[config.mk]
export PLATFORM = sky130hd
export DESIGN_NAME = page_hinkley_drift_detector_flat
export DESIGN_NICKNAME = d
export VERILOG_FILES = /design/src/rtl/phd_pkg.sv /design/src/rtl/phd_if.sv /design/src/rtl/page_hinkley_drift_detector.sv /design/src/rtl/phd_divider.sv /design/src/flat_wrapper.sv
export SDC_FILE = /design/constraint.sdc
export NUM_CORES = 2
export LEC_CHECK = 0
export BUFFER_PORTS_ARGS = -buffer_cell sky130_fd_sc_hd__buf_2
export CAP_MARGIN = 10
export CORE_ASPECT_RATIO = 0.8
export CORE_MARGIN = 2
export CORE_UTILIZATION = 61
export DETAILED_ROUTE_END_ITERATION = 7
export HOLD_SLACK_MARGIN = 0.06
export PLACE_DENSITY = 0.8
export SYNTH_ARGS = -nofsm -noshare
export SYNTH_HDL_FRONTEND = slang
export SYNTH_SLANG_ARGS = --single-unit
[constraint.sdc]
create_clock -name clk -period 13.5 [get_ports clk]
set_input_delay 0.675 -clock clk [delete_from_list [all_inputs] [get_ports clk]]
set_output_delay 0.675 -clock clk [all_outputs]
set_load 0.01 [all_outputs]
[src/rtl/phd_pkg.sv]
// shared types, constants and helpers for the page-hinkley drift detector
package phd_pkg;

    // field and state widths
    localparam int SAMPLE_BITS    = 16;
    localparam int COUNT_BITS     = 32;
    localparam int SUM_BITS       = 48;
    localparam int STAT_BITS      = 32;
    localparam int DELTA_BITS     = 16;
    localparam int WARM_BITS      = 16;
    localparam int CFG_INDEX_BITS = 2;
    localparam int CFG_DATA_BITS  = 32;

    // divider sizing: one quotient bit per step
    localparam int DIV_STEPS    = SUM_BITS;
    localparam int DIV_CNT_BITS = $clog2(DIV_STEPS + 1);

    // statistic arithmetic runs three bits wider to hold sign and carry
    localparam int STAT_EXT = STAT_BITS + 3;

    // register reset values
    localparam logic [DELTA_BITS-1:0] DELTA_RESET     = '0;
    localparam logic [STAT_BITS-1:0]  THRESHOLD_RESET = STAT_BITS'(204800);
    localparam logic [WARM_BITS-1:0]  WARM_RESET      = WARM_BITS'(1);

    // mean limits as quotient magnitudes
    localparam logic [SUM_BITS-1:0] MEAN_NEG_LIMIT = SUM_BITS'(1) << (SAMPLE_BITS - 1);
    localparam logic [SUM_BITS-1:0] MEAN_POS_LIMIT = MEAN_NEG_LIMIT - SUM_BITS'(1);

    // register map
    typedef enum logic [CFG_INDEX_BITS-1:0] {
        REG_ALLOWANCE = 2'd0,
        REG_THRESHOLD = 2'd1,
        REG_WARMUP    = 2'd2
    } cfg_reg_t;

    // input action codes
    localparam logic ACT_RECORD = 1'b0;
    localparam logic ACT_CLEAR  = 1'b1;

    // sequencer states
    typedef enum logic [2:0] {
        ST_IDLE,
        ST_ACCUM,
        ST_START,
        ST_DIVIDE,
        ST_UPDATE,
        ST_EMIT
    } phd_state_t;

    // sequencer strobes
    typedef struct packed {
        logic item_ready;
        logic accum;
        logic update;
        logic load;
    } phd_ctrl_t;

    // divider control and status
    typedef struct packed {
        logic start;
    } div_ctrl_t;

    typedef struct packed {
        logic busy;
        logic done;
    } div_status_t;

    // one result word
    typedef struct packed {
        logic                          up_alarm;
        logic                          down_alarm;
        logic [STAT_BITS-1:0]          up_magnitude;
        logic [STAT_BITS-1:0]          down_magnitude;
        logic signed [SAMPLE_BITS-1:0] sample_mean;
        logic [STAT_BITS-1:0]          up_statistic;
        logic [STAT_BITS-1:0]          down_statistic;
        logic [STAT_BITS-1:0]          up_alarm_total;
        logic [STAT_BITS-1:0]          down_alarm_total;
        logic [STAT_BITS-1:0]          record_total;
    } result_t;

    // saturating increment of a 32-bit counter
    function automatic logic [STAT_BITS-1:0] sat_inc(input logic [STAT_BITS-1:0] c);
        logic [STAT_BITS-1:0] r;
        r = (c == '1) ? c : c + STAT_BITS'(1);
        return r;
    endfunction

    // clamp a widened statistic to [0, 2^32-1]
    function automatic logic [STAT_BITS-1:0] clamp_stat(input logic signed [STAT_EXT-1:0] v);
        logic [STAT_BITS-1:0] r;
        if (v[STAT_EXT-1])
            r = '0;
        else if (v[STAT_EXT-2:STAT_BITS] != '0)
            r = '1;
        else
            r = v[STAT_BITS-1:0];
        return r;
    endfunction

endpackage

[src/rtl/phd_if.sv]
// channel interfaces: sample words, result words and register writes
interface phd_item_if import phd_pkg::*; ();
    logic                          valid;
    logic                          ready;
    logic                          action;
    logic signed [SAMPLE_BITS-1:0] sample;

    modport source (output valid, output action, output sample, input ready);
    modport sink (input valid, input action, input sample, output ready);
endinterface

interface phd_result_if import phd_pkg::*; ();
    logic                          valid;
    logic                          ready;
    logic                          up_alarm;
    logic                          down_alarm;
    logic [STAT_BITS-1:0]          up_magnitude;
    logic [STAT_BITS-1:0]          down_magnitude;
    logic signed [SAMPLE_BITS-1:0] sample_mean;
    logic [STAT_BITS-1:0]          up_statistic;
    logic [STAT_BITS-1:0]          down_statistic;
    logic [STAT_BITS-1:0]          up_alarm_total;
    logic [STAT_BITS-1:0]          down_alarm_total;
    logic [STAT_BITS-1:0]          record_total;

    modport source (
        output valid, output up_alarm, output down_alarm, output up_magnitude,
        output down_magnitude, output sample_mean, output up_statistic,
        output down_statistic, output up_alarm_total, output down_alarm_total,
        output record_total, input ready
    );
    modport sink (
        input valid, input up_alarm, input down_alarm, input up_magnitude,
        input down_magnitude, input sample_mean, input up_statistic,
        input down_statistic, input up_alarm_total, input down_alarm_total,
        input record_total, output ready
    );
endinterface

interface phd_cfg_if import phd_pkg::*; ();
    logic                      valid;
    logic                      ready;
    logic [CFG_INDEX_BITS-1:0] index;
    logic [CFG_DATA_BITS-1:0]  data;

    modport source (output valid, output index, output data, input ready);
    modport sink (input valid, input index, input data, output ready);
endinterface

[src/rtl/page_hinkley_drift_detector.sv]
// two-sided page-hinkley drift detector around a single iterative divider
//
//  channel  direction  handshake     payload
//  cfg      in         valid/ready   index, data
//  item     in         valid/ready   action, sample
//  result   out        valid/ready   alarms, magnitudes, mean, statistics, totals
//
// a recorded sample passes through accum, start, divide and update before emit loads
// the output register; divide waits on the 48-step radix-2 divider that forms the
// running mean. a clear goes from idle straight to emit. the next word is taken in idle.
// rst_n resets config, statistics, counters and control, not payload; no clearing sweep.
// the finished word sits in an output register, so the next sample is taken
// while the result still waits; a stalled result holds the sequencer in emit.
// register writes are always taken; mapped ones clear the running statistics.
module page_hinkley_drift_detector import phd_pkg::*; (
    input  logic            clk,
    input  logic            rst_n,
    phd_cfg_if.sink         cfg,
    phd_item_if.sink        item,
    phd_result_if.source    result
);

    phd_state_t  state_reg, state_next;
    phd_ctrl_t   ctrl;
    div_ctrl_t   div_ctrl;
    div_status_t div_status;
    logic [SUM_BITS-1:0] quotient;

    // configuration registers
    logic [DELTA_BITS-1:0] allowance_reg, allowance_next;
    logic [STAT_BITS-1:0]  threshold_reg, threshold_next;
    logic [WARM_BITS-1:0]  warmup_reg, warmup_next;

    // detector state
    logic [COUNT_BITS-1:0]      count_reg, count_next;
    logic signed [SUM_BITS-1:0] sum_reg, sum_next;
    logic [STAT_BITS-1:0]       up_acc_reg, up_acc_next;
    logic [STAT_BITS-1:0]       dn_acc_reg, dn_acc_next;
    logic [STAT_BITS-1:0]       up_tot_reg, up_tot_next;
    logic [STAT_BITS-1:0]       dn_tot_reg, dn_tot_next;
    logic [STAT_BITS-1:0]       rec_tot_reg, rec_tot_next;

    // per-sample staging
    logic signed [SAMPLE_BITS-1:0] sample_reg, sample_next;
    logic signed [SAMPLE_BITS-1:0] mean_reg, mean_next;
    logic                          up_fire_reg, up_fire_next;
    logic                          dn_fire_reg, dn_fire_next;
    logic [STAT_BITS-1:0]          up_mag_reg, up_mag_next;
    logic [STAT_BITS-1:0]          dn_mag_reg, dn_mag_next;

    // output register
    logic    out_valid_reg, out_valid_next;
    result_t res_reg, res_next;

    logic item_fire;
    logic cfg_fire;
    logic cfg_hit;
    logic out_free;

    logic signed [SUM_BITS:0]      sum_wide;
    logic signed [SUM_BITS-1:0]    sum_sat;
    logic [SUM_BITS-1:0]           sum_mag;
    logic signed [SAMPLE_BITS-1:0] mean_val;
    logic signed [STAT_EXT-1:0]    delta_ext;
    logic signed [STAT_EXT-1:0]    up_wide;
    logic signed [STAT_EXT-1:0]    dn_wide;
    logic [STAT_BITS-1:0]          up_clamped;
    logic [STAT_BITS-1:0]          dn_clamped;
    logic [WARM_BITS-1:0]          warm;
    logic                          warm_ok;
    logic                          up_fire;
    logic                          dn_fire;

    assign item_fire = item.valid && item.ready;
    assign cfg_fire  = cfg.valid && cfg.ready;
    assign cfg_hit   = cfg_fire && (cfg.index == REG_ALLOWANCE ||
                                    cfg.index == REG_THRESHOLD ||
                                    cfg.index == REG_WARMUP);
    assign out_free  = !out_valid_reg || result.ready;

    // sequencer next state
    always_comb
    begin
        state_next = state_reg;
        unique case (state_reg)
            ST_IDLE:
            begin
                if (item_fire)
                    state_next = (item.action == ACT_CLEAR) ? ST_EMIT : ST_ACCUM;
            end
            ST_ACCUM:  state_next = ST_START;
            ST_START:  state_next = ST_DIVIDE;
            ST_DIVIDE:
            begin
                if (div_status.done)
                    state_next = ST_UPDATE;
            end
            ST_UPDATE: state_next = ST_EMIT;
            ST_EMIT:
            begin
                if (out_free)
                    state_next = ST_IDLE;
            end
            default:   state_next = ST_IDLE;
        endcase
    end

    // sequencer outputs
    always_comb
    begin
        ctrl           = '0;
        div_ctrl.start = 1'b0;
        unique case (state_reg)
            ST_IDLE:   ctrl.item_ready = 1'b1;
            ST_ACCUM:  ctrl.accum = 1'b1;
            ST_START:  div_ctrl.start = 1'b1;
            ST_DIVIDE: ;
            ST_UPDATE: ctrl.update = 1'b1;
            ST_EMIT:   ctrl.load = out_free;
            default:   ;
        endcase
    end

    assign item.ready = ctrl.item_ready;
    assign cfg.ready  = 1'b1;

    // single divider for the running mean
    assign sum_mag = sum_reg[SUM_BITS-1] ? (~sum_reg + SUM_BITS'(1)) : sum_reg;

    phd_divider u_divider (
        .clk      (clk),
        .rst_n    (rst_n),
        .ctrl     (div_ctrl),
        .dividend (sum_mag),
        .divisor  (count_reg),
        .status   (div_status),
        .quotient (quotient)
    );

    // saturating running sum
    always_comb
    begin
        sum_wide = $signed({sum_reg[SUM_BITS-1], sum_reg}) + (SUM_BITS+1)'(sample_reg);
        if (sum_wide[SUM_BITS] != sum_wide[SUM_BITS-1])
            sum_sat = sum_wide[SUM_BITS] ? {1'b1, {(SUM_BITS-1){1'b0}}}
                                         : {1'b0, {(SUM_BITS-1){1'b1}}};
        else
            sum_sat = sum_wide[SUM_BITS-1:0];
    end

    // signed mean from the quotient, clamped to the sample range
    always_comb
    begin
        if (!sum_reg[SUM_BITS-1])
            mean_val = (quotient > MEAN_POS_LIMIT) ? SAMPLE_BITS'(MEAN_POS_LIMIT)
                                                   : SAMPLE_BITS'(quotient);
        else if (quotient > MEAN_NEG_LIMIT)
            mean_val = SAMPLE_BITS'(MEAN_NEG_LIMIT);
        else
            mean_val = SAMPLE_BITS'(~quotient + SUM_BITS'(1));
    end

    // cumulative statistics and alarm tests
    always_comb
    begin
        delta_ext  = STAT_EXT'($signed({1'b0, allowance_reg}));
        up_wide    = $signed({3'b000, up_acc_reg}) + STAT_EXT'(sample_reg)
                     - STAT_EXT'(mean_val) - delta_ext;
        dn_wide    = $signed({3'b000, dn_acc_reg}) + STAT_EXT'(mean_val)
                     - STAT_EXT'(sample_reg) - delta_ext;
        up_clamped = clamp_stat(up_wide);
        dn_clamped = clamp_stat(dn_wide);
        warm       = (warmup_reg == '0) ? WARM_BITS'(1) : warmup_reg;
        warm_ok    = count_reg >= COUNT_BITS'(warm);
        up_fire    = warm_ok && (up_clamped > threshold_reg);
        dn_fire    = warm_ok && (dn_clamped > threshold_reg);
    end

    // state updates
    always_comb
    begin
        allowance_next = allowance_reg;
        threshold_next = threshold_reg;
        warmup_next    = warmup_reg;
        count_next     = count_reg;
        sum_next       = sum_reg;
        up_acc_next    = up_acc_reg;
        dn_acc_next    = dn_acc_reg;
        up_tot_next    = up_tot_reg;
        dn_tot_next    = dn_tot_reg;
        rec_tot_next   = rec_tot_reg;
        sample_next    = sample_reg;
        mean_next      = mean_reg;
        up_fire_next   = up_fire_reg;
        dn_fire_next   = dn_fire_reg;
        up_mag_next    = up_mag_reg;
        dn_mag_next    = dn_mag_reg;

        if (item_fire)
        begin
            sample_next = item.sample;
            if (item.action == ACT_CLEAR)
            begin
                count_next   = '0;
                sum_next     = '0;
                up_acc_next  = '0;
                dn_acc_next  = '0;
                up_tot_next  = '0;
                dn_tot_next  = '0;
                rec_tot_next = '0;
                mean_next    = '0;
                up_fire_next = 1'b0;
                dn_fire_next = 1'b0;
                up_mag_next  = '0;
                dn_mag_next  = '0;
            end
        end

        if (ctrl.accum)
        begin
            count_next   = (count_reg == '1) ? count_reg : count_reg + COUNT_BITS'(1);
            rec_tot_next = sat_inc(rec_tot_reg);
            sum_next     = sum_sat;
        end

        if (ctrl.update)
        begin
            mean_next    = mean_val;
            up_fire_next = up_fire;
            dn_fire_next = dn_fire;
            up_mag_next  = up_fire ? up_clamped : '0;
            dn_mag_next  = dn_fire ? dn_clamped : '0;
            up_acc_next  = up_fire ? '0 : up_clamped;
            dn_acc_next  = dn_fire ? '0 : dn_clamped;
            if (up_fire)
                up_tot_next = sat_inc(up_tot_reg);
            if (dn_fire)
                dn_tot_next = sat_inc(dn_tot_reg);
        end

        // writes to a mapped register restart the running statistics
        if (cfg_fire)
        begin
            unique case (cfg.index)
                REG_ALLOWANCE: allowance_next = cfg.data[DELTA_BITS-1:0];
                REG_THRESHOLD: threshold_next = cfg.data[STAT_BITS-1:0];
                REG_WARMUP:    warmup_next    = cfg.data[WARM_BITS-1:0];
                default:       ;
            endcase
        end
        if (cfg_hit)
        begin
            count_next  = '0;
            sum_next    = '0;
            up_acc_next = '0;
            dn_acc_next = '0;
        end
    end

    // result word assembly
    always_comb
    begin
        res_next       = res_reg;
        out_valid_next = out_valid_reg;
        if (result.valid && result.ready)
            out_valid_next = 1'b0;
        if (ctrl.load)
        begin
            out_valid_next            = 1'b1;
            res_next.up_alarm         = up_fire_reg;
            res_next.down_alarm       = dn_fire_reg;
            res_next.up_magnitude     = up_mag_reg;
            res_next.down_magnitude   = dn_mag_reg;
            res_next.sample_mean      = mean_reg;
            res_next.up_statistic     = up_acc_reg;
            res_next.down_statistic   = dn_acc_reg;
            res_next.up_alarm_total   = up_tot_reg;
            res_next.down_alarm_total = dn_tot_reg;
            res_next.record_total     = rec_tot_reg;
        end
    end

    // control and state registers
    always_ff @(posedge clk or negedge rst_n)
    begin
        if (!rst_n)
        begin
            state_reg     <= ST_IDLE;
            out_valid_reg <= 1'b0;
            allowance_reg <= DELTA_RESET;
            threshold_reg <= THRESHOLD_RESET;
            warmup_reg    <= WARM_RESET;
            count_reg     <= '0;
            sum_reg       <= '0;
            up_acc_reg    <= '0;
            dn_acc_reg    <= '0;
            up_tot_reg    <= '0;
            dn_tot_reg    <= '0;
            rec_tot_reg   <= '0;
        end
        else
        begin
            state_reg     <= state_next;
            out_valid_reg <= out_valid_next;
            allowance_reg <= allowance_next;
            threshold_reg <= threshold_next;
            warmup_reg    <= warmup_next;
            count_reg     <= count_next;
            sum_reg       <= sum_next;
            up_acc_reg    <= up_acc_next;
            dn_acc_reg    <= dn_acc_next;
            up_tot_reg    <= up_tot_next;
            dn_tot_reg    <= dn_tot_next;
            rec_tot_reg   <= rec_tot_next;
        end
    end

    // payload registers
    always_ff @(posedge clk)
    begin
        sample_reg  <= sample_next;
        mean_reg    <= mean_next;
        up_fire_reg <= up_fire_next;
        dn_fire_reg <= dn_fire_next;
        up_mag_reg  <= up_mag_next;
        dn_mag_reg  <= dn_mag_next;
        res_reg     <= res_next;
    end

    // result port
    assign result.valid            = out_valid_reg;
    assign result.up_alarm         = res_reg.up_alarm;
    assign result.down_alarm       = res_reg.down_alarm;
    assign result.up_magnitude     = res_reg.up_magnitude;
    assign result.down_magnitude   = res_reg.down_magnitude;
    assign result.sample_mean      = res_reg.sample_mean;
    assign result.up_statistic     = res_reg.up_statistic;
    assign result.down_statistic   = res_reg.down_statistic;
    assign result.up_alarm_total   = res_reg.up_alarm_total;
    assign result.down_alarm_total = res_reg.down_alarm_total;
    assign result.record_total     = res_reg.record_total;

    // checks
    a_up_alarm_word: assert property (@(posedge clk) disable iff (!rst_n)
        (result.valid && result.up_alarm) |->
            (result.up_magnitude != '0 && result.up_statistic == '0))
        else $error("upward alarm word inconsistent");
    a_down_alarm_word: assert property (@(posedge clk) disable iff (!rst_n)
        (result.valid && result.down_alarm) |->
            (result.down_magnitude != '0 && result.down_statistic == '0))
        else $error("downward alarm word inconsistent");
    a_ready_div_idle: assert property (@(posedge clk) disable iff (!rst_n)
        item.ready |-> !div_status.busy)
        else $error("sample taken while divider busy");
    a_done_in_divide: assert property (@(posedge clk) disable iff (!rst_n)
        div_status.done |-> (state_reg == ST_DIVIDE))
        else $error("divider finished outside the divide step");

endmodule

[src/rtl/phd_divider.sv]
// radix-2 restoring divider, one quotient bit per cycle
module phd_divider import phd_pkg::*; (
    input  logic                  clk,
    input  logic                  rst_n,
    input  div_ctrl_t             ctrl,
    input  logic [SUM_BITS-1:0]   dividend,
    input  logic [COUNT_BITS-1:0] divisor,
    output div_status_t           status,
    output logic [SUM_BITS-1:0]   quotient
);

    logic [DIV_CNT_BITS-1:0] cnt_reg, cnt_next;
    logic                    busy_reg, busy_next;
    logic                    done_reg, done_next;
    logic [SUM_BITS-1:0]     quo_reg, quo_next;
    logic [COUNT_BITS-1:0]   rem_reg, rem_next;
    logic [COUNT_BITS-1:0]   dsr_reg, dsr_next;

    logic [COUNT_BITS:0]     shifted;
    logic [COUNT_BITS:0]     trial;

    // one shift-subtract step
    assign shifted = {rem_reg, quo_reg[SUM_BITS-1]};
    assign trial   = shifted - {1'b0, dsr_reg};

    always_comb
    begin
        cnt_next  = cnt_reg;
        busy_next = busy_reg;
        done_next = 1'b0;
        quo_next  = quo_reg;
        rem_next  = rem_reg;
        dsr_next  = dsr_reg;
        if (ctrl.start)
        begin
            cnt_next  = DIV_CNT_BITS'(DIV_STEPS);
            busy_next = 1'b1;
            quo_next  = dividend;
            rem_next  = '0;
            dsr_next  = divisor;
        end
        else if (busy_reg)
        begin
            if (trial[COUNT_BITS])
            begin
                rem_next = shifted[COUNT_BITS-1:0];
                quo_next = {quo_reg[SUM_BITS-2:0], 1'b0};
            end
            else
            begin
                rem_next = trial[COUNT_BITS-1:0];
                quo_next = {quo_reg[SUM_BITS-2:0], 1'b1};
            end
            cnt_next = cnt_reg - DIV_CNT_BITS'(1);
            if (cnt_reg == DIV_CNT_BITS'(1))
            begin
                busy_next = 1'b0;
                done_next = 1'b1;
            end
        end
    end

    // control registers
    always_ff @(posedge clk or negedge rst_n)
    begin
        if (!rst_n)
        begin
            cnt_reg  <= '0;
            busy_reg <= 1'b0;
            done_reg <= 1'b0;
        end
        else
        begin
            cnt_reg  <= cnt_next;
            busy_reg <= busy_next;
            done_reg <= done_next;
        end
    end

    // datapath registers
    always_ff @(posedge clk)
    begin
        quo_reg <= quo_next;
        rem_reg <= rem_next;
        dsr_reg <= dsr_next;
    end

    assign status.busy = busy_reg;
    assign status.done = done_reg;
    assign quotient    = quo_reg;

    // checks
    a_start_idle: assert property (@(posedge clk) disable iff (!rst_n)
        ctrl.start |-> !busy_reg)
        else $error("divider started while busy");
    a_done_after_busy: assert property (@(posedge clk) disable iff (!rst_n)
        done_reg |-> ($past(busy_reg) && !busy_reg))
        else $error("divider done without a finished run");
    a_idle_count: assert property (@(posedge clk) disable iff (!rst_n)
        !busy_reg |-> (cnt_reg == '0))
        else $error("divider step count left over");

endmodule

[src/flat_wrapper.sv]
// flat-port wrapper written by rule: the top's interface ports become plain ports
module page_hinkley_drift_detector_flat import phd_pkg::*;
  (clk, rst_n, cfg_valid, cfg_index, cfg_data, cfg_ready, item_valid, item_action, item_sample, item_ready, result_valid, result_up_alarm, result_down_alarm, result_up_magnitude, result_down_magnitude, result_sample_mean, result_up_statistic, result_down_statistic, result_up_alarm_total, result_down_alarm_total, result_record_total, result_ready);
  phd_cfg_if cfg_i ();
  phd_item_if item_i ();
  phd_result_if result_i ();
  input  logic clk;
  input  logic rst_n;
  input wire logic [$bits(cfg_i.valid)-1:0] cfg_valid;
  input wire logic [$bits(cfg_i.index)-1:0] cfg_index;
  input wire logic [$bits(cfg_i.data)-1:0] cfg_data;
  output wire logic [$bits(cfg_i.ready)-1:0] cfg_ready;
  input wire logic [$bits(item_i.valid)-1:0] item_valid;
  input wire logic [$bits(item_i.action)-1:0] item_action;
  input wire logic [$bits(item_i.sample)-1:0] item_sample;
  output wire logic [$bits(item_i.ready)-1:0] item_ready;
  output wire logic [$bits(result_i.valid)-1:0] result_valid;
  output wire logic [$bits(result_i.up_alarm)-1:0] result_up_alarm;
  output wire logic [$bits(result_i.down_alarm)-1:0] result_down_alarm;
  output wire logic [$bits(result_i.up_magnitude)-1:0] result_up_magnitude;
  output wire logic [$bits(result_i.down_magnitude)-1:0] result_down_magnitude;
  output wire logic [$bits(result_i.sample_mean)-1:0] result_sample_mean;
  output wire logic [$bits(result_i.up_statistic)-1:0] result_up_statistic;
  output wire logic [$bits(result_i.down_statistic)-1:0] result_down_statistic;
  output wire logic [$bits(result_i.up_alarm_total)-1:0] result_up_alarm_total;
  output wire logic [$bits(result_i.down_alarm_total)-1:0] result_down_alarm_total;
  output wire logic [$bits(result_i.record_total)-1:0] result_record_total;
  input wire logic [$bits(result_i.ready)-1:0] result_ready;
  assign cfg_i.valid = cfg_valid;
  assign cfg_i.index = cfg_index;
  assign cfg_i.data = cfg_data;
  assign cfg_ready = cfg_i.ready;
  assign item_i.valid = item_valid;
  assign item_i.action = item_action;
  assign item_i.sample = item_sample;
  assign item_ready = item_i.ready;
  assign result_valid = result_i.valid;
  assign result_up_alarm = result_i.up_alarm;
  assign result_down_alarm = result_i.down_alarm;
  assign result_up_magnitude = result_i.up_magnitude;
  assign result_down_magnitude = result_i.down_magnitude;
  assign result_sample_mean = result_i.sample_mean;
  assign result_up_statistic = result_i.up_statistic;
  assign result_down_statistic = result_i.down_statistic;
  assign result_up_alarm_total = result_i.up_alarm_total;
  assign result_down_alarm_total = result_i.down_alarm_total;
  assign result_record_total = result_i.record_total;
  assign result_i.ready = result_ready;
  page_hinkley_drift_detector u_core (.clk(clk), .rst_n(rst_n), .cfg(cfg_i), .item(item_i), .result(result_i));
endmodule
==> results.json <==
{
  "synth-async-reset-ratio_pct": 41.15,
  "final-instance-count-excl-fill": 5365,
  "fmax_mhz": 82.44,
  "antenna_found_initial": 15,
  "fin_setup_tns_ns": 0,
  "clock-sinks": 768,
  "r2r_end": "u_core.dn_tot_reg[7]$_DFFE_PN0P_",
  "worstHoldPathCells": 1,
  "ios": 301,
  "status": "finished, final reports clean",
  "via_per_inst": 6.175,
  "finalMaxSlewViolations": 0,
  "grt_max_degree": 146,
  "cts.path.max_buffers": 3,
  "r2r_start": "u_core.u_divider.quotient[2]$_DFFE_PP_",
  "die_w_um": 299.8,
  "worstSkewPairLatency_ns": 0.66,
  "grt_pass1_wl_um": 178200,
  "p_switching_w": 0.003059,
  "crit_path_start_kind": "flop",
  "sw_frac_of_total_pct": 36.98,
  "post_cts_buffers": 0,
  "finClkSkew_ns": 0.03601,
  "first_pass_iters": 6,
  "area_growth_syn_to_layout_pct": 11.74,
  "grt_overflow_total": 0,
  "critPathMaxStageDelay_ns": 0.87,
  "htree_levels": 3,
  "route.detailed.drc": 0,
  "start_util_pct": 61.82,
  "route.vias.total": 33128,
  "hold_start": "item_sample[2]",
  "wl_per_cell_um": 21.44,
  "ys_ff_latch": 768,
  "finalWorstPathRequiredPeriod_ns": 12.13,
  "required_ns": 14.04,
  "cellPowerDensity_nw_per_um2": 173.4,
  "synth-edff-count": 420,
  "synth.top_cell.area_share_pct": 29.53,
  "setup_viol": 0,
  "rsz0062_at_grt": "false",
  "final_hold_viol_count": 0,
  "total_leakage_power_nw": 21.20,
  "drv_cap": 0,
  "layout.nets": 4760,
  "min_to": "u_core.sample_reg[2]$_DFFE_PP_",
  "cts_tree": "yes",
  "syn-num-nets": 4490,
  "cts_buffers": 77,
  "rr_worst_depth": 40,
  "grt_util_all_layers_pct": 31.75,
  "finalWeightedCongestion": 0.9665,
  "ant_nets": 0,
  "dp.cells": 5210,
  "irDropWorstVdd_mv": 0.1560,
  "synth_largest_area_cell": "edfxtp_1",
  "wirelength_um": 115000,
  "coreArea_sq_um": 69080,
  "dieArea_sq_um": 72160,
  "relSlewSlack_pct": 18.31,
  "path_common_cell": "or3_1",
  "grt_pass1_vias": 30683,
  "seq_power_share_pct": 37.5,
  "cts_root_buf": "clkbuf_16",
  "hold_path.class": "in2reg",
  "crit_path_max_fanout": 22,
  "die-height_um": 240.7,
  "cts.reportedPaths.clkPinSlew_ns": 0.07,
  "internal_power_w": 0.005214,
  "ys_top_cells_by_area": "edfxtp_1 30%, dfrtp_1 18%, ha_1 7.9%",
  "dr.first_iter.drc_count": 3851,
  "synthCells": 4096,
  "dp.final_hpwl_um": 82310,
  "synth_area_per_cell_sq_um": 10.43,
  "finalCritPeriodShare_pct": 89.85,
  "worstPathArrival_ns": 12.67,
  "yosysSeqAreaShare_pct": 49.56,
  "cp-end-kind": "flop",
  "power_frac_comb_pct": 36.5,
  "netlist-cell-type-count": 87,
  "num_rows": 86,
  "crit_type": "reg2reg",
  "netlist_area_sq_um": 42710,
  "ys_warn_count": 0,
  "critPathSlowestCell": "nor2_1",
  "clkPwrFrac_pct": 26.0,
  "synth_ff_type": "edfxtp_1",
  "port-buffer-count": 299,
  "r2r_slack_ns": 1.37,
  "drive_gt1_share_pct": 13.70,
  "worst_slew_pin_slew_ns": 1.216
}
==> logic make-up after synthesis <==
family / Yosys count / synth area share [%]
compound gates: 1033 / 15.13
xor+xnor: 213 / 4.368
fa+ha+maj: 338 / 11.10
buf+inv: 397 / 3.583
flops: 768 / 49.56
mux: 80 / 2.080
other cells: 1 / 0.008780
simple gates: 1266 / 14.18
==> power by group through the flow <==
stage	registers, W	clock network (W)	logic (W)
6_report	0.00310	0.00215	0.00302
5_1_grt	0.00314	0.00227	0.00337
4_1_cts	0.00309	0.00217	0.00296
3_5_place_dp	0.00313	0	0.00292
3_3_place_gp	0.00312	0	0.00284
2_1_floorplan	0.00303	0	0.00225
==> cells in the mapped netlist (all sizes together), types with 9 or more instances <==
cell type and count:
a21o 82, a21oi 225, a21boi 15, a311oi 12, and4 14, clkbuf 118, o21bai 19, a211oi 33
a2111oi 10, xnor2 87, nand2b 33, and3 63, nand3b 13, nor2 375, o21a 56, dfrtp 312
ha 270, or2 38, nand3 87, or3 33, nand2 354, fa 68, nor3b 9, nor2b 25
mux2 70, o31a 9, dfxtp 32, o41ai 9, a22o 35, a31oi 46, xor2 126, mux2i 10
buf 26, o211ai 23, o31ai 33, nor3 61, and2 59, nand4 51, nor4 32, or4 11
inv 251, edfxtp 420, o21ai 360
==> through the flow <==
step	area (sq um)	hold slack [ns]	util, %	total power (W)	setup slack (ns)
finish	47720	0.1877	69.08	0.008273	1.370
global route	47700	0.1716	69.05	0.008782	0.8249
CTS	47690	0.1598	69.04	0.008221	1.725
detailed placement	45150	0.4045	65.36	0.006050	1.841
floorplan	42710	0.3794	-	0.005282	1.207
global placement	45150	0.4005	65.36	0.005966	2.388
==> layout make-up <==
cell class	count	area [sq um]
multi-input cells	2931	20100
clock buffers	102	2091
inverters	253	950.9
well taps	924	1156
flip-flops and latches	768	21170
repair buffers	335	1792
clock inverters	41	437.9
diodes	11	27.53
fillers	5008	21360
==> repair_timing <==
action	CTS	global route
endpoints found under the hold margin	53	0
hold buffers	1	0
gates resized for setup	0	0
==> layer usage <==
layer / global-route usage (%) / part of all wire [%] / vias up
li1: - / - / 15316
met1: 47.79 / 44 / 16013
met2: 45.61 / 43 / 1587
met3: 7.849 / 11 / 202
met4: 9.258 / 2.7 / 10
met5: 0 / 0.051 / -
==> worst max-delay path: cells and delay by family (launching register included) <==
kind,cells,cell delay [ns]
simple gates,14,4.49
flops,1,0.46
buf+inv,4,1.17
compound gates,17,4.57
fa+ha+maj,4,1.15
xor+xnor,1,0.15
==> worst max path at each step <==
stage                                      startpoint                                  to  depth (start not counted)
2_1_floorplan                            result_ready  u_core.result.down_alarm$_DFFE_PP_                          2
3_3_place_gp   u_core.u_divider.quotient[2]$_DFFE_PP_   u_core.dn_tot_reg[29]$_DFFE_PN0P_                         40
3_5_place_dp   u_core.u_divider.quotient[2]$_DFFE_PP_    u_core.dn_tot_reg[7]$_DFFE_PN0P_                         40
4_1_cts        u_core.u_divider.quotient[2]$_DFFE_PP_    u_core.dn_tot_reg[7]$_DFFE_PN0P_                         40
5_1_grt        u_core.u_divider.quotient[2]$_DFFE_PP_    u_core.dn_tot_reg[7]$_DFFE_PN0P_                         40
6_report       u_core.u_divider.quotient[2]$_DFFE_PP_    u_core.dn_tot_reg[7]$_DFFE_PN0P_                         40
==> placed cells by master, fill, tap and decap left out, types with 35 or more instances in the layout <==
cell and count:
o21ai_0 349, edfxtp_1 420, a21oi_1 225, or2_2 38, fa_1 68, xnor2_1 86, nand2_1 352, clkbuf_16 77
a22o_1 35, a21o_1 82, inv_1 251, nor2_1 373, ha_1 270, nand3_1 87, xor2_1 126, nor3_1 59
nand4_1 51, a31oi_1 45, o21a_1 56, dfrtp_1 310, and3_1 62, buf_2 298, mux2_2 70, and2_1 58
(Power assumes the default switching activity.)
